===== src/hw/rtl/ccss_pkg.sv =====
`default_nettype none
// ----------------------------------------------------------------------------
// ccss_pkg
// Shared constants, types and CRC helper for the CRC-checked sector store.
// ----------------------------------------------------------------------------
package ccss_pkg;

  localparam int unsigned CYLINDERS    = 64;
  localparam int unsigned SECTOR_BYTES = 64;
  localparam int unsigned CYL_W        = $clog2(CYLINDERS);
  localparam int unsigned POS_W        = $clog2(SECTOR_BYTES + 1);
  localparam int unsigned ADDR_W       = $clog2(CYLINDERS * SECTOR_BYTES);
  localparam int unsigned ZCNT_W       = $clog2(CYLINDERS + 1);

  localparam logic [31:0] CRC_POLY    = 32'hEDB88320;
  localparam logic [31:0] CRC_ONES    = 32'hFFFFFFFF;
  localparam logic [7:0]  FILL_BYTE   = 8'h55;
  localparam logic [31:0] LIMIT_RESET = 32'd1000000;

  localparam logic [1:0] OP_HEADER = 2'd0;
  localparam logic [1:0] OP_DATA   = 2'd1;
  localparam logic [1:0] OP_READ   = 2'd2;
  localparam logic [1:0] OP_CHECK  = 2'd3;

  function automatic logic [31:0] crc_feed(input logic [31:0] crc, input logic [7:0] b);
    logic [31:0] c;
    c = crc ^ {24'd0, b};
    for (int i = 0; i < 8; i++) begin
      c = (c >> 1) ^ (CRC_POLY & {32{c[0]}});
    end
    return c;
  endfunction

  function automatic logic [31:0] fill_crc();
    logic [31:0] c;
    c = CRC_ONES;
    for (int i = 0; i < SECTOR_BYTES; i++) begin
      c = crc_feed(c, FILL_BYTE);
    end
    return ~c;
  endfunction

  localparam logic [31:0] FILL_CRC = fill_crc();

  typedef struct packed {
    logic                    clr_sweep;
    logic [ADDR_W-1:0]       clr_addr;
    logic                    byte_wr;
    logic [CYL_W-1:0]        wr_cyl;
    logic [POS_W-1:0]        wr_pos;
    logic [7:0]              wr_byte;
    logic                    crc_init;
    logic                    crc_commit;
    logic                    rd_req;
    logic [CYL_W-1:0]        rd_cyl;
    logic [POS_W-1:0]        rd_pos;
  } dp_cmd_t;

  typedef struct packed {
    logic [31:0] new_crc;
    logic [31:0] rd_crc;
    logic [7:0]  rd_byte;
    logic        layout_valid;
  } dp_stat_t;

endpackage
`default_nettype wire


===== src/hw/rtl/ccss_ctrl.sv =====
`default_nettype none
// ----------------------------------------------------------------------------
// ccss_ctrl
// Controller: handshakes, counters, write padding, read streaming, sweep.
// ----------------------------------------------------------------------------
module ccss_ctrl (
  input  wire                logic        clk,
  input  wire                logic        rst,
  input  wire                logic        cfg_valid,
  output logic                            cfg_ready,
  input  wire                logic [31:0] cfg_data,
  input  wire                logic        in_valid,
  output logic                            in_ready,
  input  wire                logic [1:0]  operation,
  input  wire                logic [15:0] cylinder,
  input  wire                logic [7:0]  length,
  input  wire                logic [7:0]  data_byte,
  output logic                            out_valid,
  input  wire                logic        out_ready,
  output logic                            status,
  output logic [7:0]                      read_byte,
  output logic [31:0]                     sector_crc,
  output logic                            last,
  output logic [31:0]                     sectors_written,
  output logic [31:0]                     transfers,
  output logic [35:0]                     word_count,
  output logic [31:0]                     trapped_requests,
  output logic                            layout_valid,
  output logic                            safe,
  output ccss_pkg::dp_cmd_t               cmd,
  input  ccss_pkg::dp_stat_t              stat
);
  import ccss_pkg::*;

  localparam logic [2:0] S_CLEAR = 3'd0;
  localparam logic [2:0] S_IDLE  = 3'd1;
  localparam logic [2:0] S_PAD   = 3'd2;
  localparam logic [2:0] S_RFET  = 3'd3;
  localparam logic [2:0] S_RSEND = 3'd4;

  logic [2:0]        state;
  logic [ADDR_W-1:0] clr_addr;
  logic              receiving;
  logic [CYL_W-1:0]  act_cyl;
  logic [POS_W-1:0]  expected, pos;
  logic [CYL_W-1:0]  rcyl;
  logic [POS_W-1:0]  rpos;
  logic [31:0]       limit, wcnt, tcnt, trcnt;
  logic              ob_full;
  logic              ob_load;
  logic              free;
  logic              acc;
  logic              hdr_bad, rd_bad;
  logic [31:0]       tcnt_v;

  assign free      = !ob_full || out_ready;
  assign in_ready  = (state == S_IDLE) && free;
  assign cfg_ready = 1'b1;
  assign acc       = in_valid && in_ready;
  assign hdr_bad   = (cylinder >= 16'(CYLINDERS)) || (length > 8'(SECTOR_BYTES));
  assign rd_bad    = (cylinder >= 16'(CYLINDERS));
  assign out_valid = ob_full;

  always_comb begin
    cmd = '0;
    cmd.clr_sweep = (state == S_CLEAR);
    cmd.clr_addr  = clr_addr;
    cmd.wr_cyl    = act_cyl;
    cmd.wr_pos    = pos;
    cmd.rd_cyl    = rcyl;
    cmd.rd_pos    = rpos;
    if (state == S_PAD) begin
      cmd.byte_wr    = 1'b1;
      cmd.wr_byte    = 8'd0;
      cmd.crc_commit = (pos == POS_W'(SECTOR_BYTES - 1));
    end else if (acc && operation == OP_HEADER) begin
      cmd.crc_init = 1'b1;
    end else if (acc && operation == OP_DATA && receiving) begin
      cmd.byte_wr    = 1'b1;
      cmd.wr_byte    = data_byte;
      cmd.crc_commit = (pos == POS_W'(SECTOR_BYTES - 1)) && (pos + 1'b1 >= expected);
    end
  end

  // output word loaded this cycle
  always_comb begin
    ob_load = 1'b0;
    unique case (state)
      S_IDLE: begin
        ob_load = acc;
        if (operation == OP_HEADER && !hdr_bad && length == 8'd0) ob_load = 1'b0;
        if (operation == OP_DATA && receiving && !cmd.crc_commit
            && (pos + 1'b1 >= expected)) ob_load = 1'b0;
        if (operation == OP_READ && !rd_bad) ob_load = 1'b0;
      end
      S_PAD:   ob_load = cmd.crc_commit;
      S_RSEND: ob_load = free;
      default: ob_load = 1'b0;
    endcase
  end

  assign tcnt_v = tcnt + 32'd1;

  task automatic emit(input logic st, input logic [7:0] rb, input logic [31:0] c,
                      input logic lst, input logic lv, input logic sf,
                      input logic [31:0] w, input logic [31:0] t, input logic [31:0] tr);
    status           <= st;
    read_byte        <= rb;
    sector_crc       <= c;
    last             <= lst;
    layout_valid     <= lv;
    safe             <= sf;
    sectors_written  <= w;
    transfers        <= t;
    word_count       <= {1'b0, t, 3'b000} + {3'b000, t, 1'b0};
    trapped_requests <= tr;
  endtask

  always_ff @(posedge clk) begin
    if (rst) begin
      state     <= S_CLEAR;
      clr_addr  <= '0;
      receiving <= 1'b0;
      act_cyl   <= '0;
      expected  <= '0;
      pos       <= '0;
      rcyl      <= '0;
      rpos      <= '0;
      limit     <= LIMIT_RESET;
      wcnt      <= '0;
      tcnt      <= '0;
      trcnt     <= '0;
      ob_full   <= 1'b0;
    end else begin
      if (cfg_valid) begin
        limit <= cfg_data;
      end
      if (ob_load) begin
        ob_full <= 1'b1;
      end else if (out_ready) begin
        ob_full <= 1'b0;
      end
      unique case (state)
        S_CLEAR: begin
          clr_addr <= clr_addr + 1'b1;
          if (clr_addr == ADDR_W'(CYLINDERS * SECTOR_BYTES - 1)) begin
            state <= S_IDLE;
          end
        end
        S_IDLE: begin
          if (acc) begin
            unique case (operation)
              OP_HEADER: begin
                receiving <= 1'b0;
                if (hdr_bad) begin
                  trcnt <= trcnt + 32'd1;
                  emit(1'b1, 8'd0, 32'd0, 1'b1, 1'b0, 1'b0, wcnt, tcnt, trcnt + 32'd1);
                end else begin
                  act_cyl  <= CYL_W'(cylinder);
                  expected <= POS_W'(length);
                  pos      <= '0;
                  if (length == 8'd0) begin
                    state <= S_PAD;
                  end else begin
                    receiving <= 1'b1;
                    emit(1'b0, 8'd0, 32'd0, 1'b1, 1'b0, 1'b0, wcnt, tcnt, trcnt);
                  end
                end
              end
              OP_DATA: begin
                if (cmd.crc_commit) begin
                  receiving <= 1'b0;
                  pos       <= pos + 1'b1;
                  wcnt      <= wcnt + 32'd1;
                  tcnt      <= tcnt_v;
                  emit(1'b0, 8'd0, stat.new_crc, 1'b1, 1'b0, 1'b0,
                       wcnt + 32'd1, tcnt_v, trcnt);
                end else begin
                  emit(1'b0, 8'd0, 32'd0, 1'b1, 1'b0, 1'b0, wcnt, tcnt, trcnt);
                  if (receiving) begin
                    pos <= pos + 1'b1;
                    if (pos + 1'b1 >= expected) begin
                      receiving <= 1'b0;
                      state     <= S_PAD;
                    end
                  end
                end
              end
              OP_READ: begin
                if (rd_bad) begin
                  trcnt <= trcnt + 32'd1;
                  emit(1'b1, 8'd0, 32'd0, 1'b1, 1'b0, 1'b0, wcnt, tcnt, trcnt + 32'd1);
                end else begin
                  tcnt    <= tcnt_v;
                  rcyl    <= CYL_W'(cylinder);
                  rpos    <= '0;
                  state   <= S_RFET;
                end
              end
              OP_CHECK: begin
                emit(1'b0, 8'd0, 32'd0, 1'b1, stat.layout_valid,
                     stat.layout_valid && (wcnt <= limit), wcnt, tcnt, trcnt);
              end
              default: ;
            endcase
          end
        end
        S_PAD: begin
          pos <= pos + 1'b1;
          if (cmd.crc_commit) begin
            wcnt    <= wcnt + 32'd1;
            tcnt    <= tcnt_v;
            state   <= S_IDLE;
            emit(1'b0, 8'd0, stat.new_crc, 1'b1, 1'b0, 1'b0, wcnt + 32'd1, tcnt_v, trcnt);
          end
        end
        S_RFET: begin
          state <= S_RSEND;
        end
        S_RSEND: begin
          if (free) begin
            emit(1'b0, stat.rd_byte, stat.rd_crc,
                 rpos == POS_W'(SECTOR_BYTES - 1), 1'b0, 1'b0, wcnt, tcnt, trcnt);
            if (rpos == POS_W'(SECTOR_BYTES - 1)) begin
              state <= S_IDLE;
            end else begin
              rpos  <= rpos + 1'b1;
              state <= S_RFET;
            end
          end
        end
        default: state <= S_IDLE;
      endcase
    end
  end

  a_pad_only_after_data: assert property (@(posedge clk) disable iff (rst)
    (state == S_PAD) |-> !ob_full) else $error("pad with pending word");
  a_no_accept_busy: assert property (@(posedge clk) disable iff (rst)
    (state != S_IDLE) |-> !in_ready) else $error("accept while busy");
  a_read_pos: assert property (@(posedge clk) disable iff (rst)
    (state == S_RSEND) |-> rpos < POS_W'(SECTOR_BYTES)) else $error("read overrun");
endmodule
`default_nettype wire

===== config.mk =====
export PLATFORM = sky130hd
export DESIGN_NAME = ccss_ctrl
export DESIGN_NICKNAME = d
export VERILOG_FILES = /design/src/hw/rtl/ccss_pkg.sv /design/src/hw/rtl/ccss_ctrl.sv
export SDC_FILE = /design/constraint.sdc
export NUM_CORES = 1
export LEC_CHECK = 0
export BUFFER_PORTS_ARGS = -buffer_cell sky130_fd_sc_hd__buf_2
export CAP_MARGIN = 5
export CORE_MARGIN = 2
export CORE_UTILIZATION = 50
export CTS_BUF_LIST = sky130_fd_sc_hd__clkbuf_4
export DETAILED_ROUTE_END_ITERATION = 8
export PLACE_DENSITY_LB_ADDON = 0.12
export SETUP_SLACK_MARGIN = 0.15
export SLEW_MARGIN = 20
export SYNTH_ARGS = -nofsm -noshare
export SYNTH_HDL_FRONTEND = slang
export SYNTH_SLANG_ARGS = --single-unit

===== constraint.sdc =====
create_clock -name clk -period 7.8 [get_ports clk]
set_clock_uncertainty 0.15 [all_clocks]
set_input_delay 0.78 -clock clk [delete_from_list [all_inputs] [get_ports clk]]
set_output_delay 0.78 -clock clk [all_outputs]
set_load 0.01 [all_outputs]

==> metrics <==
maximum fanout along the worst path=7; CP required=8.22 ns; first-pass GRT wire length=roughly 86,000 µm; largest net degree at the start of global routing=between 70 and 80; PwrDens=176 nW/µm²; worst skew pair latency=roughly 0.84 ns; total gr overflow=0; crit path DAT=~5.8 ns; Seq/Total Area, Yosys=0.439; P_leak=between 9 and 10 nW; CP Class=reg2reg; Placed Area=roughly 22,000 µm²; H-tree depth=3; number of antenna violations at the first check in global routing=6; vias=17,216; DIE HEIGHT=about 200 µm; worst hold start=cfg_data[14]; Avg WL per Cell=17.5 µm; CTS tree=done; synth top area cells=edfxtp_1 26%, dfxtp_1 18%, ha_1 6.8%; post-synthesis cell type count=79; total negative slack=0 ns; Detailed Routing Iterations Pass 1=7; HP Class=in2reg; vias in the first global route=around 17,000; nets@finish=2,779; TritonCTS buffer count=94; total power=~4.2 mW; clock transition at the registers of the reported paths=0.07 ns; post-synthesis cell area=19,900 µm²; Startpoint Class=flip-flop; DRC errors left=0; Synth warnings=0; Final ANT Viol Nets=0; Die Wd=204 µm; share of flip-flops with an asynchronous set or reset=0; Die ar.=slightly above 40,000 µm²; Max-Cap Viols=0; Achievable Freq=approximately 190 MHz; minimum clock period=around 5.3 ns; Synth Flop Type=dfxtp_1; max-slew violations=0; via/cell ratio=~5.5; Post-Route WL=54,800 µm; worst slew pin tran=1.04 ns; post-CTS resize count=0; Post-synth EDFFs=173; io pins=roughly 370; clk buf depth=3; outcome=finished, final reports clean; Core Footprint=39,500 µm²; # setup viols final=0; Critical R2R Launch=tcnt[0]; HPWL after DPL=slightly below 40,000 µm; area leader, netlist=edfxtp_1; Port Buf Inserts=between 300 and 400; synthesis-to-layout area growth=18.4%; GRT Total Usage=0.259; Starting Density=0.504; RSZ-0062 raised after global routing=no; number of filler cells placed in the layout=3,508; CTS Sinks=between 300 and 400; post-route design area=about 24,000 µm²; critical path endpoint category=flip-flop; # rows=73; cell count after synthesis=around 2,100; CTS root buffer=clkbuf_4; crit share post-route=0.684; Final Hold Vio Count=0; Initial DRC Count=between 1,000 and 1,500; RePlAce Congestion=approximately 0.92; #FFs+latches synth=351; Slew HR=0.304; VDD IR max=approximately 0.00012 V; syn avg cell area=a little over 9 µm²; Worst Setup SP=tcnt[0]; Synth top area share=0.261; layout cells sized above 1=0.230
==> logic make-up (layout without fill, tap and decap cells) <==
group / count (synthesis) / in the layout / synth area share
AOI/OAI and AO/OA: 441 / 441 / 0.143
xor gates and xnor gates: 227 / 227 / 0.100
adders and majority gates: 111 / 111 / 0.0704
buffers and inverters: 179 / 650 / 0.0379
DFF: 351 / 351 / 0.439
muxes: 38 / 38 / 0.0191
other: 2 / 6 / 0.000377
and+or+nand+nor: 784 / 784 / 0.190
==> final timing paths <==
check                                      end  slack, ns  cells after the start
worst max-delay path            word_count[28]       2.47                     16
worst min-delay path                 limit[14]       0.07                      3
worst max register to register  word_count[28]       2.47                     16
worst min register to register      act_cyl[0]       0.30                      2
==> cell usage in the layout (no fill, tap or decap), drive strengths merged, types with 10 or more instances in the layout <==
| cell type | synthesis | layout |
|---|---|---|
| a211oi | 10 | 10 |
| a21o | 45 | 45 |
| a21oi | 134 | 134 |
| a22o | 33 | 33 |
| a31oi | 10 | 10 |
| and2 | 21 | 21 |
| and3 | 38 | 38 |
| buf | 36 | 387 |
| clkbuf | 74 | 151 |
| clkinv | 1 | 22 |
| dfxtp | 178 | 178 |
| dlygate4sd3 | 0 | 17 |
| edfxtp | 173 | 173 |
| ha | 109 | 109 |
| inv | 68 | 71 |
| mux2i | 37 | 37 |
| nand2 | 220 | 220 |
| nand2b | 12 | 12 |
| nand3 | 78 | 78 |
| nand4 | 37 | 37 |
| nor2 | 246 | 246 |
| nor3 | 36 | 36 |
| nor3b | 11 | 11 |
| nor4 | 17 | 17 |
| o211ai | 16 | 16 |
| o21a | 16 | 16 |
| o21ai | 96 | 96 |
| o31ai | 27 | 27 |
| or3 | 33 | 33 |
| xnor2 | 135 | 135 |
| xor2 | 92 | 92 |
==> flip-flops by register name, indices dropped and copies added (netlist names), 7 cells and up <==
name / flops
transfers: 32
read_byte: 8
sectors_written: 32
tcnt: 32
trapped_requests: 32
pos: 7
word_count: 33
expected: 7
wcnt: 32
trcnt: 32
rpos: 7
sector_crc: 32
clr_addr: 12
limit: 32
==> synthesized netlist by cell type (38+ instances only) <==
library cell / number
ha_1: 109
xor2_1: 92
xnor2_1: 134
inv_1: 68
nand3_1: 77
nor2_1: 244
o21ai_0: 94
dfxtp_1: 178
nand2_1: 220
a21oi_1: 134
a21o_1: 44
edfxtp_1: 173
and3_1: 38
clkbuf_1: 71
==> worst max-delay path, stage by stage (launching register included) <==
cell	delay [ns]
dfxtp_1	0.49
ha_1	0.31
nand3_1	0.24
nor2_1	0.38
and4_1	0.43
and3_1	0.26
xor2_1	0.26
ha_1	0.30
nand4_1	0.23
or3b_2	0.50
a31oi_1	0.23
nor4bb_1	0.09
a21oi_1	0.29
a41oi_1	0.30
a21boi_0	0.28
o21ai_0	0.12
a31o_2	0.24
==> where the power goes <==
| part | internal, mW | switching, mW | total, mW |
|---|---|---|---|
| combinational | 0.137 | 0.248 | 0.385 |
| clock | 0.911 | 0.785 | 1.70 |
| sequential | 2.04 | 0.0371 | 2.07 |
| total | 3.08 | 1.07 | 4.16 |
==> what timing repair did <==
action	CTS	global route
endpoints found under the setup margin	0	0
setup buffers	0	0
endpoints found under the hold margin	17	0
hold buffers	17	0
==> area by class of cell <==
class                      instances  area [µm²]  area share
antenna                            3        7.51    0.000318
timing repair buffer             404        2170      0.0920
sequential                       351        8760       0.371
tap                              525         657      0.0278
clock inverter                    26         136     0.00578
clock buffer                     151        1130      0.0480
multi-input combinational       1604       10500       0.444
inverter                          69         259      0.0110
==> per-layer routing <==
layer	part of all wire	wire [µm]	global-route usage
met5	0.00067	37	0
met3	0.067	3660	0.0596
met4	0.031	1720	0.111
met1	0.43	23600	0.329
met2	0.47	25800	0.424
==> metrics by stage <==
| stage | std cells | util | setup WS [ns] | hold slack, ns |
|---|---|---|---|---|
| CTS | 3129 | 0.596 | 2.53 | 0.000447 |
| detailed placement | 2935 | 0.559 | 2.55 | 0.294 |
| floorplan | 2134 | - | 1.44 | 0.282 |
| global placement | 2935 | 0.559 | 2.63 | 0.287 |
| finish | 3133 | 0.597 | 2.47 | 0.0678 |
| global route | 3132 | 0.597 | 2.04 | 0.0227 |
Note: power is estimated with default switching activity, not from simulation.
